`src/qcd_pkg.sv`:
```
`timescale 1ns / 1ps
// ----------------------------------------------------------------------------
// qcd_pkg
// Shared types, op codes and constants of the chunk decoder.
// ----------------------------------------------------------------------------
package qcd_pkg;

  localparam int INDEX_SIZE = 64;
  localparam int IDX_W      = $clog2(INDEX_SIZE);
  localparam int PIX_W      = 32;
  localparam int RUN_W      = 7;

  localparam logic [1:0] OP_NONE = 2'd0;
  localparam logic [1:0] OP_RGB  = 2'd1;
  localparam logic [1:0] OP_RGBA = 2'd2;
  localparam logic [1:0] OP_LUMA = 2'd3;

  localparam logic [1:0] TAG_INDEX = 2'b00;
  localparam logic [1:0] TAG_DIFF  = 2'b01;
  localparam logic [1:0] TAG_LUMA  = 2'b10;
  localparam logic [1:0] TAG_RUN   = 2'b11;

  localparam logic [7:0] BYTE_RGB  = 8'hfe;
  localparam logic [7:0] BYTE_RGBA = 8'hff;

  localparam logic [PIX_W-1:0] RESET_PX = 32'h0000_00ff;

  typedef struct packed {
    logic accept;
    logic decode;
    logic idx_load;
    logic emit;
  } qcd_cmd_t;

  typedef struct packed {
    logic dec_idx;
    logic dec_emit;
    logic slot_free;
    logic emit_last;
  } qcd_sts_t;

endpackage

```
`src/qcd_ifs.sv`:
```
`timescale 1ns / 1ps
// ----------------------------------------------------------------------------
// qcd channel interfaces
// Byte input, pixel output and configuration write channels.
// ----------------------------------------------------------------------------
interface qcd_in_if;
  logic       valid;
  logic       ready;
  logic [7:0] data_byte;
  logic       image_start;

  modport source (output valid, data_byte, image_start, input ready);
  modport sink (input valid, data_byte, image_start, output ready);
endinterface

interface qcd_out_if;
  logic       valid;
  logic       ready;
  logic [7:0] red;
  logic [7:0] green;
  logic [7:0] blue;
  logic [7:0] alpha;
  logic       last_of_run;
  logic       image_done;

  modport source (output valid, red, green, blue, alpha, last_of_run, image_done,
                  input ready);
  modport sink (input valid, red, green, blue, alpha, last_of_run, image_done,
                output ready);
endinterface

interface qcd_cfg_if;
  logic        valid;
  logic        ready;
  logic [31:0] total_pixels;

  modport source (output valid, total_pixels, input ready);
  modport sink (input valid, total_pixels, output ready);
endinterface

```
`src/qoi_chunk_decoder.sv`:
```
`timescale 1ns / 1ps
// ----------------------------------------------------------------------------
// qoi_chunk_decoder
// Decodes the chunk stream of an image, one byte per beat, into pixels.
// ----------------------------------------------------------------------------
// One byte is taken per beat and decoded before the next is taken. The
// sequencer steps a byte that ends no pixel through accept and decode, a
// diff, luma, rgb or rgba pixel also through emit, an index pixel also
// through one registered read of the 64-entry color index memory, and a run
// of n pixels through n emits at one pixel per cycle; any emit waits while
// the output beat is not taken. Index entries carry valid bits cleared at
// reset and at image start, so there is no clearing pass. The pixel count
// is written on the cfg channel and applies at the next image_start byte.
module qoi_chunk_decoder (
  input  logic       clk,
  input  logic       rst_n,
  qcd_in_if.sink     in_bus,
  qcd_out_if.source  out_bus,
  qcd_cfg_if.sink    cfg_bus
);
  import qcd_pkg::*;

  qcd_cmd_t cmd;
  qcd_sts_t sts;

  assign cfg_bus.ready = 1'b1;

  qcd_ctrl u_ctrl (
    .clk      (clk),
    .rst_n    (rst_n),
    .in_valid (in_bus.valid),
    .in_ready (in_bus.ready),
    .sts      (sts),
    .cmd      (cmd)
  );

  qcd_datapath u_dp (
    .clk       (clk),
    .rst_n     (rst_n),
    .cmd       (cmd),
    .sts       (sts),
    .cfg_we    (cfg_bus.valid),
    .cfg_total (cfg_bus.total_pixels),
    .in_byte   (in_bus.data_byte),
    .in_start  (in_bus.image_start),
    .out_ready (out_bus.ready),
    .out_valid (out_bus.valid),
    .out_red   (out_bus.red),
    .out_green (out_bus.green),
    .out_blue  (out_bus.blue),
    .out_alpha (out_bus.alpha),
    .out_last  (out_bus.last_of_run),
    .out_done  (out_bus.image_done)
  );

endmodule

```
`src/qcd_ctrl.sv`:
```
`timescale 1ns / 1ps
// ----------------------------------------------------------------------------
// qcd_ctrl
// Sequencer: accept, decode, index read and pixel emit steps.
// ----------------------------------------------------------------------------
module qcd_ctrl (
  input  logic              clk,
  input  logic              rst_n,
  input  logic              in_valid,
  output logic              in_ready,
  input  qcd_pkg::qcd_sts_t sts,
  output qcd_pkg::qcd_cmd_t cmd
);
  import qcd_pkg::*;

  localparam logic [1:0] S_IDLE   = 2'd0;
  localparam logic [1:0] S_DECODE = 2'd1;
  localparam logic [1:0] S_INDEX  = 2'd2;
  localparam logic [1:0] S_EMIT   = 2'd3;

  logic [1:0] state_r, state_nxt;

  always_comb begin
    state_nxt    = state_r;
    in_ready     = 1'b0;
    cmd          = '0;
    unique case (state_r)
      S_IDLE: begin
        in_ready   = 1'b1;
        cmd.accept = in_valid;
        if (in_valid) begin
          state_nxt = S_DECODE;
        end
      end
      S_DECODE: begin
        cmd.decode = 1'b1;
        priority if (sts.dec_idx) begin
          state_nxt = S_INDEX;
        end else if (sts.dec_emit) begin
          state_nxt = S_EMIT;
        end else begin
          state_nxt = S_IDLE;
        end
      end
      S_INDEX: begin
        cmd.idx_load = 1'b1;
        state_nxt    = S_EMIT;
      end
      S_EMIT: begin
        cmd.emit = sts.slot_free;
        if (sts.slot_free && sts.emit_last) begin
          state_nxt = S_IDLE;
        end
      end
      default: state_nxt = S_IDLE;
    endcase
  end

  always_ff @(posedge clk) begin
    if (!rst_n) begin
      state_r <= S_IDLE;
    end else begin
      state_r <= state_nxt;
    end
  end

endmodule

```
`src/qcd_datapath.sv`:
```
`timescale 1ns / 1ps
// ----------------------------------------------------------------------------
// qcd_datapath
// Op decode, pixel arithmetic, color index memory and output register.
// ----------------------------------------------------------------------------
module qcd_datapath (
  input  logic              clk,
  input  logic              rst_n,
  input  qcd_pkg::qcd_cmd_t cmd,
  output qcd_pkg::qcd_sts_t sts,
  input  logic              cfg_we,
  input  logic [31:0]       cfg_total,
  input  logic [7:0]        in_byte,
  input  logic              in_start,
  input  logic              out_ready,
  output logic              out_valid,
  output logic [7:0]        out_red,
  output logic [7:0]        out_green,
  output logic [7:0]        out_blue,
  output logic [7:0]        out_alpha,
  output logic              out_last,
  output logic              out_done
);
  import qcd_pkg::*;

  logic [PIX_W-1:0]      mem [INDEX_SIZE];
  logic [INDEX_SIZE-1:0] vld_r;
  logic [PIX_W-1:0]      rd_r;
  logic                  rd_vld_r;

  logic [31:0]      total_r;
  logic [7:0]       byte_r;
  logic [PIX_W-1:0] prev_r, pix_r, part_r;
  logic [1:0]       pend_r;
  logic [2:0]       cnt_r;
  logic [31:0]      left_r;
  logic [RUN_W-1:0] run_r;
  logic             out_valid_r;
  logic [PIX_W-1:0] out_pix_r;
  logic             out_last_r, out_done_r;

  logic [PIX_W-1:0] part_nxt, col_px, diff_px;
  logic [2:0]       cnt_inc, need;
  logic             col_done, left_zero, pending, long_op, slot_free, emit_last;
  logic [1:0]       tag;
  logic [7:0]       pr, pg, pb, pa, dg, drg, dbg;
  logic [12:0]      hsum;
  logic [IDX_W-1:0] hash;

  assign pr = prev_r[31:24];
  assign pg = prev_r[23:16];
  assign pb = prev_r[15:8];
  assign pa = prev_r[7:0];

  assign left_zero = (left_r == 32'd0);
  assign pending   = (pend_r != OP_NONE);
  assign long_op   = (byte_r == BYTE_RGB) || (byte_r == BYTE_RGBA);
  assign tag       = byte_r[7:6];
  assign part_nxt  = {part_r[23:0], byte_r};
  assign cnt_inc   = cnt_r + 3'd1;

  always_comb begin
    unique case (pend_r)
      OP_RGB:  need = 3'd3;
      OP_RGBA: need = 3'd4;
      default: need = 3'd1;
    endcase
  end
  assign col_done = (cnt_inc == need);

  assign dg  = {2'b00, part_nxt[13:8]} - 8'd32;
  assign drg = {4'b0000, part_nxt[7:4]} - 8'd8;
  assign dbg = {4'b0000, part_nxt[3:0]} - 8'd8;

  always_comb begin
    unique case (pend_r)
      OP_RGB:  col_px = {part_nxt[23:0], pa};
      OP_RGBA: col_px = part_nxt;
      default: col_px = {pr + drg + dg, pg + dg, pb + dbg + dg, pa};
    endcase
  end

  assign diff_px = {pr + {6'd0, byte_r[5:4]} - 8'd2,
                    pg + {6'd0, byte_r[3:2]} - 8'd2,
                    pb + {6'd0, byte_r[1:0]} - 8'd2, pa};

  assign hsum = 13'(pix_r[31:24]) * 13'd3 + 13'(pix_r[23:16]) * 13'd5
              + 13'(pix_r[15:8]) * 13'd7 + 13'(pix_r[7:0]) * 13'd11;
  assign hash = hsum[IDX_W-1:0];

  assign slot_free = !out_valid_r || out_ready;
  assign emit_last = (run_r == RUN_W'(1)) || (left_r == 32'd1);

  assign sts.dec_idx   = !left_zero && !pending && !long_op && (tag == TAG_INDEX);
  assign sts.dec_emit  = !left_zero && (pending ? col_done
                         : (!long_op && ((tag == TAG_DIFF) || (tag == TAG_RUN))));
  assign sts.slot_free = slot_free;
  assign sts.emit_last = emit_last;

  // color index storage
  always_ff @(posedge clk) begin
    if (cmd.emit) begin
      mem[hash] <= pix_r;
    end
    rd_r     <= mem[byte_r[IDX_W-1:0]];
    rd_vld_r <= vld_r[byte_r[IDX_W-1:0]];
  end

  always_ff @(posedge clk) begin
    if (!rst_n) begin
      vld_r <= '0;
    end else if (cmd.accept && in_start) begin
      vld_r <= '0;
    end else if (cmd.emit) begin
      vld_r[hash] <= 1'b1;
    end
  end

  always_ff @(posedge clk) begin
    if (!rst_n) begin
      total_r <= '0;
    end else if (cfg_we) begin
      total_r <= cfg_total;
    end
  end

  always_ff @(posedge clk) begin
    if (!rst_n) begin
      pend_r <= OP_NONE;
      cnt_r  <= '0;
      part_r <= '0;
      left_r <= '0;
      prev_r <= RESET_PX;
    end else if (cmd.accept) begin
      if (in_start) begin
        pend_r <= OP_NONE;
        cnt_r  <= '0;
        part_r <= '0;
        left_r <= total_r;
        prev_r <= RESET_PX;
      end
    end else if (cmd.decode && !left_zero) begin
      if (pending) begin
        if (col_done) begin
          pend_r <= OP_NONE;
          cnt_r  <= '0;
          part_r <= '0;
        end else begin
          cnt_r  <= cnt_inc;
          part_r <= part_nxt;
        end
      end else if (long_op) begin
        pend_r <= (byte_r == BYTE_RGB) ? OP_RGB : OP_RGBA;
        cnt_r  <= '0;
        part_r <= '0;
      end else if (tag == TAG_LUMA) begin
        pend_r <= OP_LUMA;
        cnt_r  <= '0;
        part_r <= {24'd0, byte_r};
      end
    end else if (cmd.emit) begin
      prev_r <= pix_r;
      left_r <= left_r - 32'd1;
    end
  end

  always_ff @(posedge clk) begin
    if (cmd.accept) begin
      byte_r <= in_byte;
    end
    if (cmd.decode) begin
      run_r <= RUN_W'(1);
      if (pending) begin
        pix_r <= col_px;
      end else if (tag == TAG_RUN) begin
        pix_r <= prev_r;
        run_r <= {1'b0, byte_r[5:0]} + RUN_W'(1);
      end else begin
        pix_r <= diff_px;
      end
    end else if (cmd.idx_load) begin
      pix_r <= rd_vld_r ? rd_r : '0;
    end else if (cmd.emit) begin
      run_r <= run_r - RUN_W'(1);
    end
  end

  // output register
  always_ff @(posedge clk) begin
    if (!rst_n) begin
      out_valid_r <= 1'b0;
    end else if (cmd.emit) begin
      out_valid_r <= 1'b1;
    end else if (out_ready) begin
      out_valid_r <= 1'b0;
    end
  end

  always_ff @(posedge clk) begin
    if (cmd.emit) begin
      out_pix_r  <= pix_r;
      out_last_r <= emit_last;
      out_done_r <= (left_r == 32'd1);
    end
  end

  assign out_valid = out_valid_r;
  assign out_red   = out_pix_r[31:24];
  assign out_green = out_pix_r[23:16];
  assign out_blue  = out_pix_r[15:8];
  assign out_alpha = out_pix_r[7:0];
  assign out_last  = out_last_r;
  assign out_done  = out_done_r;

endmodule

```
`src/flat_wrapper.sv`:
```
// flat-port wrapper written by rule: the top's interface ports become plain ports
module qoi_chunk_decoder_flat import qcd_pkg::*;
  (clk, rst_n, in_bus_valid, in_bus_data_byte, in_bus_image_start, in_bus_ready, out_bus_valid, out_bus_red, out_bus_green, out_bus_blue, out_bus_alpha, out_bus_last_of_run, out_bus_image_done, out_bus_ready, cfg_bus_valid, cfg_bus_total_pixels, cfg_bus_ready);
  qcd_in_if in_bus_i ();
  qcd_out_if out_bus_i ();
  qcd_cfg_if cfg_bus_i ();
  input  logic clk;
  input  logic rst_n;
  input wire logic [$bits(in_bus_i.valid)-1:0] in_bus_valid;
  input wire logic [$bits(in_bus_i.data_byte)-1:0] in_bus_data_byte;
  input wire logic [$bits(in_bus_i.image_start)-1:0] in_bus_image_start;
  output wire logic [$bits(in_bus_i.ready)-1:0] in_bus_ready;
  output wire logic [$bits(out_bus_i.valid)-1:0] out_bus_valid;
  output wire logic [$bits(out_bus_i.red)-1:0] out_bus_red;
  output wire logic [$bits(out_bus_i.green)-1:0] out_bus_green;
  output wire logic [$bits(out_bus_i.blue)-1:0] out_bus_blue;
  output wire logic [$bits(out_bus_i.alpha)-1:0] out_bus_alpha;
  output wire logic [$bits(out_bus_i.last_of_run)-1:0] out_bus_last_of_run;
  output wire logic [$bits(out_bus_i.image_done)-1:0] out_bus_image_done;
  input wire logic [$bits(out_bus_i.ready)-1:0] out_bus_ready;
  input wire logic [$bits(cfg_bus_i.valid)-1:0] cfg_bus_valid;
  input wire logic [$bits(cfg_bus_i.total_pixels)-1:0] cfg_bus_total_pixels;
  output wire logic [$bits(cfg_bus_i.ready)-1:0] cfg_bus_ready;
  assign in_bus_i.valid = in_bus_valid;
  assign in_bus_i.data_byte = in_bus_data_byte;
  assign in_bus_i.image_start = in_bus_image_start;
  assign in_bus_ready = in_bus_i.ready;
  assign out_bus_valid = out_bus_i.valid;
  assign out_bus_red = out_bus_i.red;
  assign out_bus_green = out_bus_i.green;
  assign out_bus_blue = out_bus_i.blue;
  assign out_bus_alpha = out_bus_i.alpha;
  assign out_bus_last_of_run = out_bus_i.last_of_run;
  assign out_bus_image_done = out_bus_i.image_done;
  assign out_bus_i.ready = out_bus_ready;
  assign cfg_bus_i.valid = cfg_bus_valid;
  assign cfg_bus_i.total_pixels = cfg_bus_total_pixels;
  assign cfg_bus_ready = cfg_bus_i.ready;
  qoi_chunk_decoder u_core (.clk(clk), .rst_n(rst_n), .in_bus(in_bus_i), .out_bus(out_bus_i), .cfg_bus(cfg_bus_i));
endmodule
```
`config.mk`:
```
export PLATFORM = sky130hd
export DESIGN_NAME = qoi_chunk_decoder_flat
export DESIGN_NICKNAME = d
export VERILOG_FILES = /design/src/qcd_pkg.sv /design/src/qcd_ifs.sv /design/src/qoi_chunk_decoder.sv /design/src/qcd_ctrl.sv /design/src/qcd_datapath.sv /design/src/flat_wrapper.sv
export SDC_FILE = /design/constraint.sdc
export NUM_CORES = 2
export LEC_CHECK = 0
export BUFFER_PORTS_ARGS = -buffer_cell sky130_fd_sc_hd__clkbuf_2
export CAP_MARGIN = 20
export CORE_MARGIN = 3
export CORE_UTILIZATION = 57
export CTS_CLUSTER_SIZE = 8
export DETAILED_ROUTE_END_ITERATION = 8
export GPL_ROUTABILITY_DRIVEN = 0
export PLACE_DENSITY = 0.72
export REMOVE_ABC_BUFFERS = 1
export SLEW_MARGIN = 5
export SYNTH_ARGS = -nofsm -noshare
export SYNTH_HDL_FRONTEND = slang
export SYNTH_SLANG_ARGS = --single-unit
```
`constraint.sdc`:
```
create_clock -name clk -period 11.2 [get_ports clk]
set_clock_uncertainty 0.05 [all_clocks]
set_input_delay 1.12 -clock clk [delete_from_list [all_inputs] [get_ports clk]]
set_output_delay 1.12 -clock clk [all_outputs]
set_load 0.1 [all_outputs]
```
==> metrics <==
status finished, final reports clean; period utilization 63.4%; worst skew pair latency 0.93 ns; post-synthesis mux area share 16.3%; CP Cell Sequence buf_4 > inv_1 > fa_1 > inv_1 > fa_1 > inv_1 > fa_1 > fa_1 > fa_1 > inv_1 > ha_1 > a21oi_1 > xnor2_1 > xnor3_2 > buf_4 > and3_2; initial antenna violation count 11; CP Buf/Inv Count 6; R2R Setup Slk 4.10 ns; vias in the first global route 49.4k; CTS tree yes; reg-to-reg critical path endpoint u_core.u_dp.mem[32][0]; Num CTS Buffers 344; PwrDens 267 nW/um^2; min-delay src in_bus_data_byte[6]; Post-Synth Simple-Gate Area 2.79%; reg-to-reg startpoint u_core.u_dp.pix_r[12]; FILL cells 10.3k; RSZ-0062 raised after global routing no; most common flop cell mapped by yosys edfxtp_1; combinational family with the most area after synthesis multiplexers; DRT Pass-1 Iters 6; post-synthesis sequential area ratio 73.0%; Final nets 5157; Die ar. 169000 um^2; DIE HEIGHT 412 um; Arrival @ worst endpoint 7.54 ns; cell count after synthesis 4674; FF+latch count, synth 2354; fin crit period 7.10 ns; Global Route Usage Sum 28.8%; H-tree levels 5; hold_ws 0.337 ns; syn avg cell area 20.1 um^2; post-synthesis cell type count 79; EDFF count, synth 2129; most common cell after layout, fill and taps aside edfxtp_1; CTS root buffer clkbuf_16; via count 49.0k; GRT Residual Overflow 0; worst r2r path cells 16; placed cell count 6815; 1st-iter DRT viols 7079; VDD IR max 0.936 mV; Worst-Margin Slew 1.09 ns; synthesized area 93800 um^2; Hold WC Path Type input port to flop; DR WL/cell 32.7 um; I/O pin count 83; area growth from synthesis to layout 14.0%; detail-routed via count per cell 6.71; CP Data Required Time 11.64 ns; Max Freq 141 MHz; CP delay by family, top adder cells; xor and xnor fraction of the mapped netlist area 0.568%; post-CTS resize count 0; proportion of layout cells with a drive suffix above 1 26.6%; Initial Utilization 57.5%; Slowest cell on crit path and3_2; Final setup viols 0; async set-or-reset flop fraction in the synthesized netlist 0%; Static Leak 34.8 nW; warnings from Yosys 0; final max-slew violation count 0; core area 163000 um^2; pin count of the biggest net entering global routing 115; endpoints failing hold 0; commonest non-fill, non-tap cells in the layout edfxtp_1, mux4_2, clkbuf_16; Setup Fix Bufs, Post-CTS 0; number of hold buffers added after CTS 0; Hold Path Stages 1; critical path's most frequent cell fa_1; Clock Pin Slew Worst Setup and Hold Paths 0.05 ns; adder-cell area share of the yosys netlist 1.96%; I/O Buffers 81; first-pass GRT wire length 348 mm; DR DRC count 0; complex-gate fraction of the synthesized area 3.76%; CTS sink cnt 2354; Clock Tree Buf Depth 4; CP Capture Type flop; non-filler instance count after layout 7305; relative slew slack 27.1%; max_cap viols 0; DRT antenna net count 0; Worst Hold Path EP u_core.u_dp.byte_r[6]; worst-path fanout max 68; crit path launch type flop; Die Width 412 um; crit-path max cell delay 1.03 ns; final WL 239 mm; WS Path Type flop to flop; # rows 148; dpl hpwl 129 mm
## power by group
part / leakage [nW] / internal (mW) / switching [mW]
Sequential: 21.1 / 10.6 / 0.115
Combinational: 9.22 / 2.51 / 6.28
Clock: 4.51 / 5.63 / 3.44
Total: 34.8 / 18.7 / 9.84
## layer usage
| layer | vias up | wire length, um | global-route usage [%] |
|---|---|---|---|
| li1 | 19793 | - | - |
| met1 | 25732 | 90400 | 40.3 |
| met2 | 3035 | 113000 | 43.6 |
| met3 | 436 | 28100 | 8.71 |
| met4 | 2 | 7790 | 9.99 |
| met5 | - | 13 | 0 |
## synth_stat cells, types with 5 or more instances
cell type  number  area, um^2
buf_2          64         320
a21o_1         21         158
fa_1           43         861
o31ai_1        22         165
ha_1           78         976
o211ai_1       23         173
a211oi_1        9        67.6
buf_4           7        52.6
nor4_1          8        50.1
o21ai_0        66         330
o21a_1         65         488
a31o_2          9        78.8
or2_2           5        31.3
or4_1           7        52.6
nor4b_1         5        43.8
xnor2_1        38         333
nand2_1       183         687
and2_1         18         113
and3_1         11        68.8
xor2_1         15         131
mux2i_1        39         390
a22oi_1        90         676
a21oi_1        86         430
nor2b_1        22         138
a22o_1         33         289
or3_1           5        31.3
o22ai_1        14        87.6
nand3_1        49         245
dfxtp_1       225        4500
nor2_1        169         634
edfxtp_1     2129       63900
a221oi_1       11        96.3
a31oi_1        12        75.1
buf_1          17        63.8
clkbuf_1      178         668
nor3_1         35         175
mux4_2        660       14900
inv_1         113         424
nand2b_1       11        68.8
## cells by family (layout without fill, tap and decap cells)
kind of cell / Yosys count / count (layout)
flops: 2354 / 2354
simple gates: 556 / 556
compound gates: 503 / 503
other cells: 1 / 5
fa+ha+maj: 121 / 121
buf+inv: 383 / 835
mux: 700 / 700
xor+xnor: 56 / 56
## layout make-up
type	instances	area [um^2]	share of cell area, %
Multi-Input combinational cell	1937	24300	22.7
Inverter	115	439	0.411
Timing Repair Buffer	238	1740	1.63
Clock inverter	5	47.5	0.0445
Sequential cell	2354	68400	64.0
Tap cell	2175	2720	2.55
Antenna cell	4	10.0	0.00936
Clock buffer	477	9280	8.68
## registers in the layout (all words and copies together) (netlist names), named ones only
register               count
u_core.u_dp.out_last       1
u_core.u_dp.mem         2048
u_core.u_dp.cnt_r          3
u_core.u_dp.pend_r         2
u_core.u_dp.pix_r         32
u_core.u_dp.total_r       32
u_core.u_dp.prev_r        32
u_core.u_dp.rd_vld_r       1
u_core.u_dp.out_pix_r     32
u_core.u_dp.out_valid      1
u_core.u_dp.rd_r          32
u_core.u_dp.byte_r         8
u_core.u_dp.vld_r         64
u_core.u_dp.out_done       1
u_core.u_ctrl.state_r      1
u_core.u_dp.run_r          7
u_core.u_dp.part_r        24
u_core.u_dp.left_r        32
## stage by stage
stage / setup WS, ns / total power, mW / area (um^2) / TNS [ns] / util, %
after floorplan: -13.33 / 16.3 / 92600 / -947.66 / -
after global placement: 4.23 / 19.4 / 97500 / 0 / 59.8
after detailed placement: 4.19 / 19.5 / 97500 / 0 / 59.8
after CTS: 4.13 / 28.6 / 107000 / 0 / 65.5
after global routing: 3.87 / 29.5 / 107000 / 0 / 65.5
final: 4.10 / 28.5 / 107000 / 0 / 65.5
## worst register-to-register path, stage by stage, from the launching register on
cell,delay (ns)
edfxtp_1,0.33
buf_4,0.74
inv_1,0.14
fa_1,0.51
inv_1,0.06
fa_1,0.53
inv_1,0.05
fa_1,0.53
fa_1,0.44
fa_1,0.51
inv_1,0.05
ha_1,0.32
a21oi_1,0.19
xnor2_1,0.12
xnor3_2,0.38
buf_4,0.61
and3_2,1.05
## worst max-delay path by stage
stage	start	endpoint	slack, ns	depth (start not counted)
after CTS	u_core.u_dp.pix_r[12]	u_core.u_dp.mem[32][26]	4.13	16
after detailed placement	u_core.u_dp.pix_r[12]	u_core.u_dp.mem[32][30]	4.19	16
final	u_core.u_dp.pix_r[12]	u_core.u_dp.mem[32][0]	4.10	16
after global routing	u_core.u_dp.pix_r[12]	u_core.u_dp.mem[32][25]	3.87	16
after global placement	u_core.u_dp.pix_r[12]	u_core.u_dp.mem[32][30]	4.23	16
after floorplan	u_core.u_dp.byte_r[0]	u_core.u_dp.pix_r[15]	-13.33	12
Power figures use the tool's default switching activity.
